## src/rtl/dcsc_pkg.sv

```systemverilog
// Shared types and constants of the drive command speed controller.
`default_nettype none

package dcsc_pkg;

  // Item opcodes
  localparam logic [1:0] OP_BYTE  = 2'd0;
  localparam logic [1:0] OP_PULSE = 2'd1;
  localparam logic [1:0] OP_TICK  = 2'd2;

  // Result status codes
  localparam logic [2:0] ST_NONE      = 3'd0;
  localparam logic [2:0] ST_OK        = 3'd1;
  localparam logic [2:0] ST_BAD_SUM   = 3'd2;
  localparam logic [2:0] ST_BAD_START = 3'd3;
  localparam logic [2:0] ST_WDOG      = 3'd4;

  // Configuration register indexes
  localparam int unsigned     CFG_IDX_W        = 3;
  localparam int unsigned     CFG_DATA_W       = 16;
  localparam logic [CFG_IDX_W-1:0] REG_WDOG_TICKS   = 3'd0;
  localparam logic [CFG_IDX_W-1:0] REG_MEAS_TICKS   = 3'd1;
  localparam logic [CFG_IDX_W-1:0] REG_SPEED_THR    = 3'd2;
  localparam logic [CFG_IDX_W-1:0] REG_OBST_LIMIT   = 3'd3;
  localparam logic [CFG_IDX_W-1:0] REG_STEER_IDLE   = 3'd4;
  localparam logic [CFG_IDX_W-1:0] REG_ERROR_GAIN   = 3'd5;

  // Configuration reset values
  localparam logic [15:0] WDOG_TICKS_RST = 16'd100;
  localparam logic [15:0] MEAS_TICKS_RST = 16'd50;
  localparam logic [7:0]  SPEED_THR_RST  = 8'd155;
  localparam logic [9:0]  OBST_LIMIT_RST = 10'd20;
  localparam logic [11:0] STEER_IDLE_RST = 12'd870;
  localparam logic [7:0]  ERROR_GAIN_RST = 8'd31;

  // State reset values
  localparam logic [11:0] STEER_RST = 12'd870;
  localparam logic [11:0] MOTOR_RST = 12'd895;

  localparam int unsigned COUNTER_WIDTH_DEFAULT = 16;
  localparam int unsigned QUEUE_DEPTH           = 4;

  typedef struct packed {
    logic [15:0] watchdog_ticks;
    logic [15:0] measure_ticks;
    logic [7:0]  speed_threshold;
    logic [9:0]  obstacle_limit;
    logic [11:0] steer_idle_pwm;
    logic [7:0]  error_gain;
  } cfg_t;

  typedef enum logic [2:0] {
    K_NONE      = 3'd0,
    K_OK        = 3'd1,
    K_BAD_SUM   = 3'd2,
    K_BAD_START = 3'd3,
    K_PULSE     = 3'd4,
    K_TICK      = 3'd5
  } kind_t;

  typedef struct packed {
    kind_t       kind;
    logic [13:0] setpoint;
    logic [11:0] steer;
  } entry_t;

endpackage

`default_nettype wire

```

## src/rtl/drive_command_speed_controller.sv

```systemverilog
// Top level of the drive command speed controller.
//
// Each item is a received UART byte, a wheel pulse or a 10 ms control tick, and
// every accepted item gives exactly one result carrying the motor and steering
// duty, the frame status, the speed setpoint, the measured wheel speed and the
// odometer. Four-byte frames (start 0x01, speed, steer, XOR checksum) set the
// setpoint and steering; a watchdog rearmed by valid frames idles the steering
// and clears the setpoint on expiry. A front end assembles and checks frames
// and works out setpoint and steering for a frame in the cycle that its last
// byte is accepted; a four-entry queue hands items to a back end that applies
// them, one per cycle unless stalled, in order: frame effects, pulse counting,
// measurement every measure_ticks ticks, watchdog, then proportional motor
// control. An item is accepted in any cycle in which the queue has room, so
// one item per cycle is sustained while results are taken; a result is offered
// once its item has passed the queue and the result register. Wheel speed and
// distance per measure period are kept as running quotient and remainder per
// pulse, so measurement needs no divider. Configuration writes are always
// ready and take effect at once; write only while no item is in flight.
`default_nettype none

module drive_command_speed_controller
  import dcsc_pkg::*;
#(
  parameter int unsigned COUNTER_WIDTH = COUNTER_WIDTH_DEFAULT
) (
  input  wire logic                  clk,
  input  wire logic                  rst,
  // command items
  input  wire logic                  cmd_valid,
  output logic                       cmd_stall,
  input  wire logic [1:0]            opcode,
  input  wire logic [7:0]            rx_byte,
  input  wire logic [9:0]            obstacle_distance,
  // result items
  output logic                       res_valid,
  input  wire logic                  res_stall,
  output logic [11:0]                motor_duty,
  output logic [11:0]                steering_duty,
  output logic [2:0]                 frame_status,
  output logic [13:0]                target_speed,
  output logic [15:0]                wheel_speed,
  output logic [31:0]                odometer,
  // configuration writes
  input  wire logic                  cfg_valid,
  output logic                       cfg_ready,
  input  wire logic [CFG_IDX_W-1:0]  cfg_index,
  input  wire logic [CFG_DATA_W-1:0] cfg_data
);

  cfg_t   cfg;
  entry_t front_entry;
  entry_t head_entry;
  logic   accept;
  logic   q_full;
  logic   q_not_empty;
  logic   q_pop;

  // Writes never wait
  assign cfg_ready = 1'b1;

  // Hold the command channel while the queue is full
  assign cmd_stall = q_full;
  assign accept    = cmd_valid && !cmd_stall;

  // Configuration registers; unknown indexes are dropped
  always_ff @(posedge clk) begin
    if (rst) begin
      cfg.watchdog_ticks  <= WDOG_TICKS_RST;
      cfg.measure_ticks   <= MEAS_TICKS_RST;
      cfg.speed_threshold <= SPEED_THR_RST;
      cfg.obstacle_limit  <= OBST_LIMIT_RST;
      cfg.steer_idle_pwm  <= STEER_IDLE_RST;
      cfg.error_gain      <= ERROR_GAIN_RST;
    end else if (cfg_valid && cfg_ready) begin
      case (cfg_index)
        REG_WDOG_TICKS: cfg.watchdog_ticks  <= cfg_data[15:0];
        REG_MEAS_TICKS: cfg.measure_ticks   <= cfg_data[15:0];
        REG_SPEED_THR:  cfg.speed_threshold <= cfg_data[7:0];
        REG_OBST_LIMIT: cfg.obstacle_limit  <= cfg_data[9:0];
        REG_STEER_IDLE: cfg.steer_idle_pwm  <= cfg_data[11:0];
        REG_ERROR_GAIN: cfg.error_gain      <= cfg_data[7:0];
        default: ;
      endcase
    end
  end

  dcsc_front u_front (
    .clk               (clk),
    .rst               (rst),
    .cfg               (cfg),
    .accept            (accept),
    .opcode            (opcode),
    .rx_byte           (rx_byte),
    .obstacle_distance (obstacle_distance),
    .entry             (front_entry)
  );

  dcsc_queue u_queue (
    .clk        (clk),
    .rst        (rst),
    .push       (accept),
    .push_entry (front_entry),
    .pop        (q_pop),
    .head       (head_entry),
    .not_empty  (q_not_empty),
    .full       (q_full)
  );

  dcsc_back #(
    .COUNTER_WIDTH (COUNTER_WIDTH)
  ) u_back (
    .clk           (clk),
    .rst           (rst),
    .cfg           (cfg),
    .q_valid       (q_not_empty),
    .q_entry       (head_entry),
    .q_pop         (q_pop),
    .res_valid     (res_valid),
    .res_stall     (res_stall),
    .motor_duty    (motor_duty),
    .steering_duty (steering_duty),
    .frame_status  (frame_status),
    .target_speed  (target_speed),
    .wheel_speed   (wheel_speed),
    .odometer      (odometer)
  );

endmodule

`default_nettype wire

```

## src/rtl/dcsc_front.sv

```systemverilog
// Front end: frame assembly, frame checks and item classification.
`default_nettype none

module dcsc_front
  import dcsc_pkg::*;
(
  input  wire logic       clk,
  input  wire logic       rst,
  input  wire cfg_t       cfg,
  input  wire logic       accept,
  input  wire logic [1:0] opcode,
  input  wire logic [7:0] rx_byte,
  input  wire logic [9:0] obstacle_distance,
  output entry_t          entry
);

  localparam logic [1:0]  FRAME_LAST  = 2'd3;
  localparam logic [7:0]  START_BYTE  = 8'h01;
  // 2768/25 folded with a 2^-25 reciprocal of 25
  localparam logic [39:0] SPD_RECIP   = 40'd3715148704;
  localparam logic [14:0] SPD_OFFSET  = 15'd15712;
  localparam logic [14:0] SPD_MAX     = 15'd16383;
  // 13/10 as 85202 / 2^16
  localparam logic [24:0] STEER_RECIP = 25'd85202;
  localparam logic [11:0] STEER_BASE  = 12'd700;

  logic [1:0] byte_position;
  logic [7:0] frame_store [3];

  function automatic logic [13:0] setpoint_of(input logic [7:0] s, input logic [7:0] thr);
    logic [39:0] prod;
    logic [14:0] q;
    logic [14:0] d;
    logic [13:0] r;
    prod = {32'd0, s} * SPD_RECIP;
    q    = prod[39:25];
    d    = q - SPD_OFFSET;
    if (s < thr || q < SPD_OFFSET) begin
      r = '0;
    end else if (d > SPD_MAX) begin
      r = SPD_MAX[13:0];
    end else begin
      r = d[13:0];
    end
    return r;
  endfunction

  function automatic logic [11:0] steer_of(input logic [7:0] a);
    logic [24:0] prod;
    prod = {17'd0, a} * STEER_RECIP;
    return STEER_BASE + {3'd0, prod[24:16]};
  endfunction

  always_comb begin
    entry.kind     = K_NONE;
    entry.setpoint = '0;
    entry.steer    = steer_of(frame_store[2]);
    if (obstacle_distance >= cfg.obstacle_limit) begin
      entry.setpoint = setpoint_of(frame_store[1], cfg.speed_threshold);
    end
    case (opcode)
      OP_BYTE: begin
        if (byte_position == FRAME_LAST) begin
          if (frame_store[0] != START_BYTE) begin
            entry.kind = K_BAD_START;
          end else if (rx_byte != (frame_store[1] ^ frame_store[2])) begin
            entry.kind = K_BAD_SUM;
          end else begin
            entry.kind = K_OK;
          end
        end
      end
      OP_PULSE: entry.kind = K_PULSE;
      OP_TICK:  entry.kind = K_TICK;
      default:  entry.kind = K_NONE;
    endcase
  end

  // Advance the byte position on every received byte
  always_ff @(posedge clk) begin
    if (rst) begin
      byte_position <= '0;
    end else if (accept && opcode == OP_BYTE) begin
      byte_position <= (byte_position == FRAME_LAST) ? 2'd0 : byte_position + 2'd1;
    end
  end

  always_ff @(posedge clk) begin
    for (int i = 0; i < 3; i++) begin
      if (accept && opcode == OP_BYTE && byte_position == 2'(i)) begin
        frame_store[i] <= rx_byte;
      end
    end
  end

endmodule

`default_nettype wire

```

## src/rtl/dcsc_queue.sv

```systemverilog
// Short item queue between front end and back end.
`default_nettype none

module dcsc_queue
  import dcsc_pkg::*;
(
  input  wire logic   clk,
  input  wire logic   rst,
  input  wire logic   push,
  input  wire entry_t push_entry,
  input  wire logic   pop,
  output entry_t      head,
  output logic        not_empty,
  output logic        full
);

  localparam int unsigned PTR_W = $clog2(QUEUE_DEPTH);
  localparam int unsigned CNT_W = $clog2(QUEUE_DEPTH + 1);

  entry_t           slots [QUEUE_DEPTH];
  logic [PTR_W-1:0] rd_ptr;
  logic [PTR_W-1:0] wr_ptr;
  logic [CNT_W-1:0] count;

  assign head      = slots[rd_ptr];
  assign not_empty = (count != '0);
  assign full      = (count == CNT_W'(QUEUE_DEPTH));

  always_ff @(posedge clk) begin
    if (rst) begin
      rd_ptr <= '0;
      wr_ptr <= '0;
      count  <= '0;
    end else begin
      if (push) begin
        wr_ptr <= (wr_ptr == PTR_W'(QUEUE_DEPTH - 1)) ? '0 : wr_ptr + 1'b1;
      end
      if (pop) begin
        rd_ptr <= (rd_ptr == PTR_W'(QUEUE_DEPTH - 1)) ? '0 : rd_ptr + 1'b1;
      end
      if (push && !pop) begin
        count <= count + 1'b1;
      end else if (pop && !push) begin
        count <= count - 1'b1;
      end
    end
  end

  always_ff @(posedge clk) begin
    if (push) begin
      slots[wr_ptr] <= push_entry;
    end
  end

`ifndef SYNTH
  a_no_overfill: assert property (@(posedge clk) disable iff (rst)
    count <= CNT_W'(QUEUE_DEPTH))
    else $error("queue count beyond depth");
  a_no_underrun: assert property (@(posedge clk) disable iff (rst)
    pop |-> count != '0)
    else $error("queue popped while empty");
`endif

endmodule

`default_nettype wire

```

## src/rtl/dcsc_back.sv

```systemverilog
// Back end: frame effects, pulse counting, measurement, watchdog and P control.
`default_nettype none

module dcsc_back
  import dcsc_pkg::*;
#(
  parameter int unsigned COUNTER_WIDTH = COUNTER_WIDTH_DEFAULT
) (
  input  wire logic   clk,
  input  wire logic   rst,
  input  wire cfg_t   cfg,
  input  wire logic   q_valid,
  input  wire entry_t q_entry,
  output logic        q_pop,
  output logic        res_valid,
  input  wire logic   res_stall,
  output logic [11:0] motor_duty,
  output logic [11:0] steering_duty,
  output logic [2:0]  frame_status,
  output logic [13:0] target_speed,
  output logic [15:0] wheel_speed,
  output logic [31:0] odometer
);

  localparam int unsigned CW    = COUNTER_WIDTH;
  localparam int unsigned SQ_W  = CW + 4;
  localparam int unsigned DQ_W  = CW + 3;
  localparam int unsigned SX_W  = (SQ_W > 16) ? SQ_W : 17;
  localparam int unsigned DX_W  = (DQ_W > 32) ? DQ_W : 32;
  localparam int unsigned CMP_W = (CW > 16) ? CW : 16;
  localparam logic [CW-1:0] CNT_MASK = {CW{1'b1}};

  // pulses*4084/375 and pulses*2042/375 as quotient plus remainder
  localparam logic [9:0] DIVISOR  = 10'd375;
  localparam logic [9:0] SPD_FRAC = 10'd334;
  localparam logic [9:0] DST_FRAC = 10'd167;
  localparam logic [3:0] SPD_STEP = 4'd10;
  localparam logic [3:0] DST_STEP = 4'd5;
  localparam logic signed [26:0] MOTOR_BIAS = 27'sd3667558;
  localparam logic [11:0] MOTOR_MAX = 12'd4095;

  logic [13:0]     setpoint_reg;
  logic [15:0]     speed_reg;
  logic [CW-1:0]   pulse_counter;
  logic [SQ_W-1:0] spd_q;
  logic [8:0]      spd_rem;
  logic [DQ_W-1:0] dst_q;
  logic [8:0]      dst_rem;
  logic [CW-1:0]   measure_counter;
  logic [CW-1:0]   watchdog_counter;
  logic            armed;
  logic [11:0]     steer_reg;
  logic [11:0]     motor_reg;
  logic [31:0]     distance_reg;
  logic [2:0]      status;

  logic [13:0]     setpoint_next;
  logic [15:0]     speed_next;
  logic [CW-1:0]   pulse_counter_next;
  logic [SQ_W-1:0] spd_q_next;
  logic [8:0]      spd_rem_next;
  logic [DQ_W-1:0] dst_q_next;
  logic [8:0]      dst_rem_next;
  logic [CW-1:0]   measure_counter_next;
  logic [CW-1:0]   watchdog_counter_next;
  logic            armed_next;
  logic [11:0]     steer_next;
  logic [11:0]     motor_next;
  logic [31:0]     distance_next;
  logic [2:0]      status_next;

  assign q_pop = q_valid && (!res_valid || !res_stall);

  assign motor_duty    = motor_reg;
  assign steering_duty = steer_reg;
  assign frame_status  = status;
  assign target_speed  = setpoint_reg;
  assign wheel_speed   = speed_reg;
  assign odometer      = distance_reg;

  always_comb begin
    logic [9:0]         srem_add;
    logic [9:0]         drem_add;
    logic [CW-1:0]      mc_inc;
    logic [CMP_W-1:0]   lim;
    logic [CW-1:0]      wd_inc;
    logic [SX_W-1:0]    sx;
    logic [DX_W-1:0]    dx;
    logic signed [17:0] err;
    logic signed [26:0] prod;
    logic signed [26:0] v;

    setpoint_next         = setpoint_reg;
    speed_next            = speed_reg;
    pulse_counter_next    = pulse_counter;
    spd_q_next            = spd_q;
    spd_rem_next          = spd_rem;
    dst_q_next            = dst_q;
    dst_rem_next          = dst_rem;
    measure_counter_next  = measure_counter;
    watchdog_counter_next = watchdog_counter;
    armed_next            = armed;
    steer_next            = steer_reg;
    motor_next            = motor_reg;
    distance_next         = distance_reg;
    status_next           = ST_NONE;

    srem_add = {1'b0, spd_rem} + SPD_FRAC;
    drem_add = {1'b0, dst_rem} + DST_FRAC;
    mc_inc   = measure_counter + 1'b1;
    lim      = (cfg.measure_ticks == '0) ? CMP_W'(1) : CMP_W'(cfg.measure_ticks);
    wd_inc   = (watchdog_counter < CNT_MASK) ? watchdog_counter + 1'b1 : watchdog_counter;
    sx       = SX_W'(spd_q);
    dx       = DX_W'(dst_q);

    case (q_entry.kind)
      K_OK: begin
        setpoint_next         = q_entry.setpoint;
        steer_next            = q_entry.steer;
        watchdog_counter_next = '0;
        armed_next            = 1'b1;
        status_next           = ST_OK;
      end
      K_BAD_SUM:   status_next = ST_BAD_SUM;
      K_BAD_START: status_next = ST_BAD_START;
      K_PULSE: begin
        if (pulse_counter < CNT_MASK) begin
          pulse_counter_next = pulse_counter + 1'b1;
          if (srem_add >= DIVISOR) begin
            spd_rem_next = 9'(srem_add - DIVISOR);
            spd_q_next   = spd_q + SQ_W'(SPD_STEP + 4'd1);
          end else begin
            spd_rem_next = srem_add[8:0];
            spd_q_next   = spd_q + SQ_W'(SPD_STEP);
          end
          if (drem_add >= DIVISOR) begin
            dst_rem_next = 9'(drem_add - DIVISOR);
            dst_q_next   = dst_q + DQ_W'(DST_STEP + 4'd1);
          end else begin
            dst_rem_next = drem_add[8:0];
            dst_q_next   = dst_q + DQ_W'(DST_STEP);
          end
        end
      end
      K_TICK: begin
        // measurement first
        if (mc_inc == '0 || CMP_W'(mc_inc) >= lim) begin
          speed_next           = (sx > SX_W'(16'hFFFF)) ? 16'hFFFF : sx[15:0];
          distance_next        = distance_reg + dx[31:0];
          pulse_counter_next   = '0;
          spd_q_next           = '0;
          spd_rem_next         = '0;
          dst_q_next           = '0;
          dst_rem_next         = '0;
          measure_counter_next = '0;
        end else begin
          measure_counter_next = mc_inc;
        end
        // then watchdog
        if (armed) begin
          if (CMP_W'(wd_inc) >= CMP_W'(cfg.watchdog_ticks)) begin
            steer_next            = cfg.steer_idle_pwm;
            setpoint_next         = '0;
            armed_next            = 1'b0;
            watchdog_counter_next = '0;
            status_next           = ST_WDOG;
          end else begin
            watchdog_counter_next = wd_inc;
          end
        end
      end
      default: status_next = ST_NONE;
    endcase

    // then control, on the updated setpoint and speed
    err  = $signed({4'd0, setpoint_next}) - $signed({2'd0, speed_next});
    prod = $signed({1'b0, cfg.error_gain}) * err;
    v    = MOTOR_BIAS + prod;
    if (q_entry.kind == K_TICK) begin
      if (v < 0) begin
        motor_next = '0;
      end else if (v[26:12] > 15'(MOTOR_MAX)) begin
        motor_next = MOTOR_MAX;
      end else begin
        motor_next = v[23:12];
      end
    end
  end

  always_ff @(posedge clk) begin
    if (rst) begin
      setpoint_reg     <= '0;
      speed_reg        <= '0;
      pulse_counter    <= '0;
      spd_q            <= '0;
      spd_rem          <= '0;
      dst_q            <= '0;
      dst_rem          <= '0;
      measure_counter  <= '0;
      watchdog_counter <= '0;
      armed            <= 1'b0;
      steer_reg        <= STEER_RST;
      motor_reg        <= MOTOR_RST;
      distance_reg     <= '0;
      status           <= ST_NONE;
      res_valid        <= 1'b0;
    end else begin
      if (q_pop) begin
        setpoint_reg     <= setpoint_next;
        speed_reg        <= speed_next;
        pulse_counter    <= pulse_counter_next;
        spd_q            <= spd_q_next;
        spd_rem          <= spd_rem_next;
        dst_q            <= dst_q_next;
        dst_rem          <= dst_rem_next;
        measure_counter  <= measure_counter_next;
        watchdog_counter <= watchdog_counter_next;
        armed            <= armed_next;
        steer_reg        <= steer_next;
        motor_reg        <= motor_next;
        distance_reg     <= distance_next;
        status           <= status_next;
        res_valid        <= 1'b1;
      end else if (!res_stall) begin
        res_valid <= 1'b0;
      end
    end
  end

`ifndef SYNTH
  a_expiry_disarms: assert property (@(posedge clk) disable iff (rst)
    res_valid && status == ST_WDOG |-> !armed && setpoint_reg == '0)
    else $error("watchdog expiry left the watchdog armed or setpoint set");
  a_frame_arms: assert property (@(posedge clk) disable iff (rst)
    res_valid && status == ST_OK |-> armed)
    else $error("valid frame did not arm the watchdog");
  a_rem_range: assert property (@(posedge clk) disable iff (rst)
    {1'b0, spd_rem} < DIVISOR && {1'b0, dst_rem} < DIVISOR)
    else $error("pulse remainder out of range");
`endif

endmodule

`default_nettype wire

```

## config.mk

```make
export PLATFORM = sky130hd
export DESIGN_NAME = drive_command_speed_controller
export DESIGN_NICKNAME = d
export VERILOG_FILES = /design/src/rtl/dcsc_pkg.sv /design/src/rtl/drive_command_speed_controller.sv /design/src/rtl/dcsc_front.sv /design/src/rtl/dcsc_queue.sv /design/src/rtl/dcsc_back.sv
export SDC_FILE = /design/constraint.sdc
export NUM_CORES = 2
export LEC_CHECK = 0
export ABC_AREA = 1
export BUFFER_PORTS_ARGS = -buffer_cell sky130_fd_sc_hd__buf_2
export CAP_MARGIN = 30
export CORE_ASPECT_RATIO = 2
export CORE_MARGIN = 2
export CORE_UTILIZATION = 40
export CTS_CLUSTER_SIZE = 28
export DETAILED_ROUTE_END_ITERATION = 12
export SETUP_SLACK_MARGIN = 0.05
export SLEW_MARGIN = 15
export SYNTH_ARGS = -nofsm -noshare
export SYNTH_HDL_FRONTEND = slang
export SYNTH_SLANG_ARGS = --single-unit
export TNS_END_PERCENT = 1
```

## constraint.sdc

```tcl
create_clock -name clk -period 12.6 [get_ports clk]
set_input_delay 2.52 -clock clk [delete_from_list [all_inputs] [get_ports clk]]
set_output_delay 2.52 -clock clk [all_outputs]
set_load 0.05 [all_outputs]
```

Word-level counts from Yosys, hierarchy flattened
Memories as Yosys holds them, arrays and structs flattened. A register that Yosys moved wholly into a read port is not among the register bits.
Cells that the tools add are included.
{"block": "totals", "register_bits": 275, "mem_bits_rw": 136, "inputBits": 44, "output_inout_bits": 92, "elab_cells": 200, "mem_count": 2}
{"memory": "u_queue.slots", "words": 4, "width": 28, "read_ports": 1, "rd_clocked_by_memory_dff": 1, "write_ports": 1, "line": "dcsc_queue.sv:20", "text": "entry_t slots [QUEUE_DEPTH];"}
{"memory": "u_front.frame_store", "words": 3, "width": 8, "read_ports": 3, "rd_clocked_by_memory_dff": 0, "write_ports": 1, "line": "dcsc_front.sv:28", "text": "logic [7:0] frame_store [3];"}
{"block": "op_classes", "add_sub_neg": 21, "multipliers": 3, "magnitude_cmp": 13, "n_eq_ne": 25, "muxes": 71, "bitwise": 1, "n_reduce_logical": 39}
{"cell": "$mux W16", "n": 10}
{"cell": "$mux W14", "n": 5}
{"cell": "$pmux W16 S2", "n": 2}
{"cell": "$mux W20", "n": 3}
{"cell": "$mux W19", "n": 3}
{"cell": "$add A16 B1 Y16 const B", "n": 3}
{"cell": "$mux W12", "n": 4}
{"cell": "$mux W9", "n": 5}
{"cell": "$add A20 B4 Y20 const B", "n": 2}
{"cell": "$pmux W20 S2", "n": 1}
{"cell": "$add A19 B3 Y19 const B", "n": 2}
{"cell": "$pmux W19 S2", "n": 1}
{"cell": "$pmux W9 S2", "n": 2}
{"cell": "$mul A8 B27 Y35 const B", "n": 1}
{"cell": "$add A32 B19 Y32", "n": 1}
{"cell": "$ge A16 B16 Y1", "n": 2}
{"cell": "$logic_not A16 Y1", "n": 2}
{"cell": "$lt A16 B16 Y1 const B", "n": 2}
{"cell": "$pmux W14 S2", "n": 1}
{"cell": "$add A23 B27 Y27 const A", "n": 1}
{"cell": "$lt A27 B1 Y1 const B", "n": 1}
{"cell": "$mul A9 B17 Y26", "n": 1}
{"cell": "$mul A8 B16 Y24 const B", "n": 1}
{"cell": "$pmux W12 S2", "n": 1}
{"cell": "other kinds (43)", "n": 116}

Longest topological paths before layout
{"block": "depth", "ltp_word": 12, "depth_mapped": 67, "ltp_nobuf": 66}

By module
From an unflattened synthesis, not the netlist that was laid out.
{"block": "unflattened", "cells_unflattened": 4356, "hier_area_um2": 33806.2}
{"mod": "dcsc_back", "n_inst": 1, "cells_per_inst": 2556, "area_each_um2": 17963.5, "seq_area_each_um2": 3923.8}
{"mod": "dcsc_front", "n_inst": 1, "cells_per_inst": 1066, "area_each_um2": 7986.4, "seq_area_each_um2": 760.7}
{"mod": "dcsc_queue", "n_inst": 1, "cells_per_inst": 341, "area_each_um2": 5071.1, "seq_area_each_um2": 3663.5}
{"mod": "drive_command_speed_controller", "n_inst": 1, "cells_per_inst": 393, "area_each_um2": 2785.2, "seq_area_each_um2": 1401.3}

Worst setup path before layout
OpenSTA, ideal clock, no wires.
{"block": "synth_path", "kind": "register -> register", "start": "register u_back.watchdog_counter[0]", "end": "register u_back.motor_reg[2], in the netlist u_back.motor_duty[2]", "setup_ns": 0.115, "t_arrival_ns": 9.030, "required_time_ns": 12.485, "slack_ns": 3.455, "stages_incl_launch_ff": 55, "n_path_buf": 0, "synth_period_minus_slack_ns": 9.145, "path_cell_list": "dfxtp_1 -> ha_1 -> inv_1 -> nor2_1 -> nand4_1 -> nor2_1 -> nand3_1 -> nor3_1 -> nor2_1 -> nand2_1 -> nor2_1 -> xor2_1 -> ha_1 -> a21oi_1 -> o21a_1 -> nand2_1 -> nand2_1 -> nand4_1 -> [... 19 more ...] -> fa_1 -> inv_1 -> fa_1 -> inv_1 -> ha_1 -> a21oi_1 -> o21a_1 -> o21ai_0 -> xor2_1 -> nor2_1 -> nand3_1 -> nand2_1 -> nand2_1 -> nand2_1 -> and2_1 -> nand2_1 -> nand2_1 -> nand2_1"}
{"block": "synth_via", "elab_chain_cells": 12, "elab_cells_between_ends": 14, "classes_between": "3 x add/sub; 1 x mul; 4 x order compare; 6 x mux"}
{"item": "start: declaration", "line": "dcsc_back.sv:50", "text": "logic [CW-1:0] watchdog_counter;"}
{"item": "start signal: assignment", "line": "dcsc_back.sv:217", "text": "watchdog_counter <= watchdog_counter_next;"}
{"item": "$add A16 B1 Y16 or $lt A16 B16 Y1 (tied branches)", "line": "dcsc_back.sv:112", "text": "wd_inc = (watchdog_counter < CNT_MASK) ? watchdog_counter + 1'b1 : watchdog_counter;"}
{"item": "$mux W16 (*)", "line": "dcsc_back.sv:112"}
{"item": "$ge A16 B16 Y1 (*)", "line": "dcsc_back.sv:161", "text": "if (CMP_W'(wd_inc) >= CMP_W'(cfg.watchdog_ticks)) begin"}
{"item": "$mux W14 (*)", "line": "dcsc_back.sv:161"}
{"item": "$mux W14 (*)", "line": "dcsc_back.sv:160", "text": "if (armed) begin"}
{"item": "$pmux W14 S2 (*)", "line": "dcsc_back.sv:116", "text": "case (q_entry.kind)"}
{"item": "$sub A14 B16 Y17 (*)", "line": "dcsc_back.sv:176", "text": "err = $signed({4'd0, setpoint_next}) - $signed({2'd0, speed_next});"}
{"item": "$mul A9 B17 Y26 (*)", "line": "dcsc_back.sv:177", "text": "prod = $signed({1'b0, cfg.error_gain}) * err;"}
{"item": "$add A23 B27 Y27 (*)", "line": "dcsc_back.sv:178", "text": "v = MOTOR_BIAS + prod;"}
{"item": "$gt A15 B12 Y1", "line": "dcsc_back.sv:182", "text": "end else if (v[26:12] > 15'(MOTOR_MAX)) begin"}
{"item": "$mux W12", "line": "dcsc_back.sv:182"}
{"item": "$mux W12 (*)", "line": "dcsc_back.sv:180", "text": "if (v < 0) begin"}
{"item": "end signal: assignment", "line": "dcsc_back.sv:220", "text": "motor_reg <= motor_next;"}
{"item": "end: declaration", "line": "dcsc_back.sv:53", "text": "logic [11:0] motor_reg;"}
Mark *: on every way between the ends. The rest lies on a longest branch, timed or not.
A chain may end at the register's enable or synchronous reset.

Final worst setup path
{"block": "layout_path", "start": "register u_back.watchdog_counter[0]", "end": "register u_back.motor_reg[10], in the netlist u_back.motor_duty[10]"}
The elaborated chain is that of the path after synthesis.

==> results.toml <==
[sta]
period_needed_ns = 10.83
maxSlewViolCount = 0
skew_ns = 0.0304
worst_pin_slew_ns = 0.923
tns_ns = 0
hold_violations = 0
setup_ws_ns = 1.77
fmax_mhz = 92.3
rsz0062_at_grt = "false"
final.period_utilization_pct = 86.0
slew_headroom_pct = 38.2
setup_viol = 0

[global_route]
grt_usage_pct = 22.7
antenna_found_initial = 1
grt_max_degree = 98
grt_pass1_vias = 28000
grt_overflow = 0
grt_first_pass_wirelength_um = 146000

[run_status]
status = "finished clean"

[critical_path]
endpoint_kind = "register"
cp_common_cell = "nand2_1"
cp.required_ns = 13.12
rrSetupSlack_ns = 1.77
worst-setup-path-type = "reg2reg"
r2r-start = "u_back.watchdog_counter[0]$_SDFFE_PP0P_"
cp_slowest_cell = "nor3_1"
timing.rr.end = "u_back.motor_duty[10]$_SDFFE_PP0P_"
cp_max_fo = 11
start_kind = "register"
arrival_ns = 11.35
cpPeakStageDelay_ns = 0.61
reg2reg_depth = 53

[route]
routed_wl_um = 93700
drc = 0
drtIter0Drc = 1282
antenna_left = 0
vias = 27600
dr.pass1.iters = 8
post_drt_wl_per_cell_um = 17.7
vias_per_cell = 5.21

[layout]
final_common_cell = "nand2_1"
final_nets = 4758
fillers = 8105
fin_area_um2 = 35200
drive_gt1_share_pct = 7.76
final_cell_mix = "nand2_1 (763), inv_1 (673), nor2_1 (365)"
multi_input_area_um2 = 19400
areaGrowthSynthToFinish_pct = 9.98
final-seq-area_um2 = 9630

[logic_synthesis]
synth_top_area_share_pct = 17.3
synth_edf_count = 136
synthTopCellsByArea = "dfxtp_1 (17%), edfxtp_1 (13%), fa_1 (12%)"
syn-cell-area_um2 = 32000
ys_types = 64
postSynthCellCount = 4137
ys_seq_area_share_pct = 30.1
synth_ff_type = "dfxtp_1"
synth_top_area_cell = "dfxtp_1"
synth.avg_cell_area_um2 = 7.74
ys_ff_latch = 413
ys_async_sr_fraction_pct = 0
yosysWarnings = 0
syn-num-nets = 4659

[min_path]
min_to = "cfg[25]$_SDFFE_PP0P_"
min_path_type = "reg2reg"
hold_depth = 2
min_from = "cfg[25]$_SDFFE_PP0P_"

[placed_design]
gp_congestion = 0.928
pre_cts_slack_ns = 1.77
port_buffers = 134
placed_cell_area_um2 = 33800
dpl.hpwl_um = 75500

[flow_run]
cap_viol_max_count = 0

[cts]
hold_buffers = 0
htree_levels = 2
cts.sinks = 413
cts_resized = 0
cts_tree = "yes"
postCtsSetupRepairBufs = 0
cts_buffers = 42
root_buffer = "clkbuf_16"
clk_pin_slew_worst_paths_ns = 0.06
clock_latency_ns = 0.60
clockBufferDepth = 3

[floorplan]
fp.dieW_um = 204
rows = 146
design.die.area_um2 = 82400
io_pins = 136
die_h_um = 404
fp.coreArea_um2 = 79300
initial_core_util_pct = 40.4
[worst max-delay path: cells and delay by family (launching register included)]
family / cells / cell delay [ns]
xor gates and xnor gates: 2 / 0.48
and+or+nand+nor: 27 / 3.93
DFF: 1 / 0.36
AOI/OAI and AO/OA: 9 / 2.17
adders and majority gates: 9 / 3.41
buffers and inverters: 6 / 0.40
[through the flow]
stage               utilization (%)  std cells  hold slack, ns
floorplan                         -       4137           0.429
CTS                            44.4       5301           0.464
global placement               42.6       5223           0.447
global route                   44.4       5303           0.483
detailed placement             42.6       5226           0.453
finish                         44.4       5305           0.460
[registers in the layout (all words and copies together), names as in the netlist, 14 cells and up, named ones only]
name,cells
u_back.odometer,32
u_back.pulse_counter,16
u_front.frame_store,24
u_back.watchdog_counter,16
cfg,70
u_back.target_speed,14
u_queue.slots,112
u_back.wheel_speed,16
u_back.spd_q,20
u_back.measure_counter,16
u_back.dst_q,19
[per-layer routing]
metal	global-route usage (%)	vias to the layer above	part of all wire [%]
li1	-	13700	-
met1	22.3	13100	35
met2	45.2	592	55
met3	2.60	245	3.9
met4	12.6	0	5.9
met5	0	-	0
[Yosys cell counts, drive strengths merged (3+ instances only)]
cell type,instances
a211oi,8
a21boi,7
a21o,5
a21oi,344
a221oi,4
a22oi,9
a2bb2oi,3
a31oi,23
and3,5
buf,22
clkbuf,81
clkinv,6
dfxtp,277
edfxtp,136
fa,185
ha,293
inv,690
nand2,790
nand3,205
nand3b,8
nand4,58
nor2,392
nor3,46
nor4,18
o211ai,41
o21a,19
o21ai,286
o21bai,13
o22ai,27
or2,16
or4,3
xnor2,43
xor2,58
[worst max-delay path by stage]
stage | endpoint | slack, ns | from
5_1_grt | u_back.motor_duty[10]$_SDFFE_PP0P_ | 0.67 | u_back.watchdog_counter[1]$_SDFFE_PP0P_
3_3_place_gp | u_back.motor_duty[7]$_SDFFE_PP0P_ | 1.96 | u_back.watchdog_counter[0]$_SDFFE_PP0P_
3_5_place_dp | u_back.motor_duty[7]$_SDFFE_PP0P_ | 1.77 | u_back.watchdog_counter[0]$_SDFFE_PP0P_
6_report | u_back.motor_duty[10]$_SDFFE_PP0P_ | 1.77 | u_back.watchdog_counter[0]$_SDFFE_PP0P_
4_1_cts | u_back.motor_duty[10]$_SDFFE_PP0P_ | 1.78 | u_back.watchdog_counter[0]$_SDFFE_PP0P_
2_1_floorplan | u_back.motor_duty[2]$_SDFFE_PP1P_ | 3.45 | u_back.watchdog_counter[0]$_SDFFE_PP0P_
[kinds of logic (layout without fill, tap and decap cells)]
group | after synthesis | in the layout | share of synthesized area (%)
compound gates | 799 | 799 | 13.7
xor+xnor | 101 | 101 | 2.85
fa+ha+maj | 478 | 478 | 23.0
buf+inv | 799 | 929 | 9.47
flops | 413 | 413 | 30.1
other cells | 1 | 3 | 0.0117
simple gates | 1546 | 1546 | 20.9
[final cells by class]
class / count / area share (%)
clock buffer: 58 / 3.33
timing repair buffer: 158 / 2.50
inverter: 696 / 7.43
clock inverter: 17 / 0.650
sequential: 413 / 27.4
multi-input combinational: 2925 / 55.0
tap: 1036 / 3.68
antenna: 2 / 0.0142
Power is not shown: default switching activity piles up to over one toggle a cycle in this logic, so the estimate is an artifact.
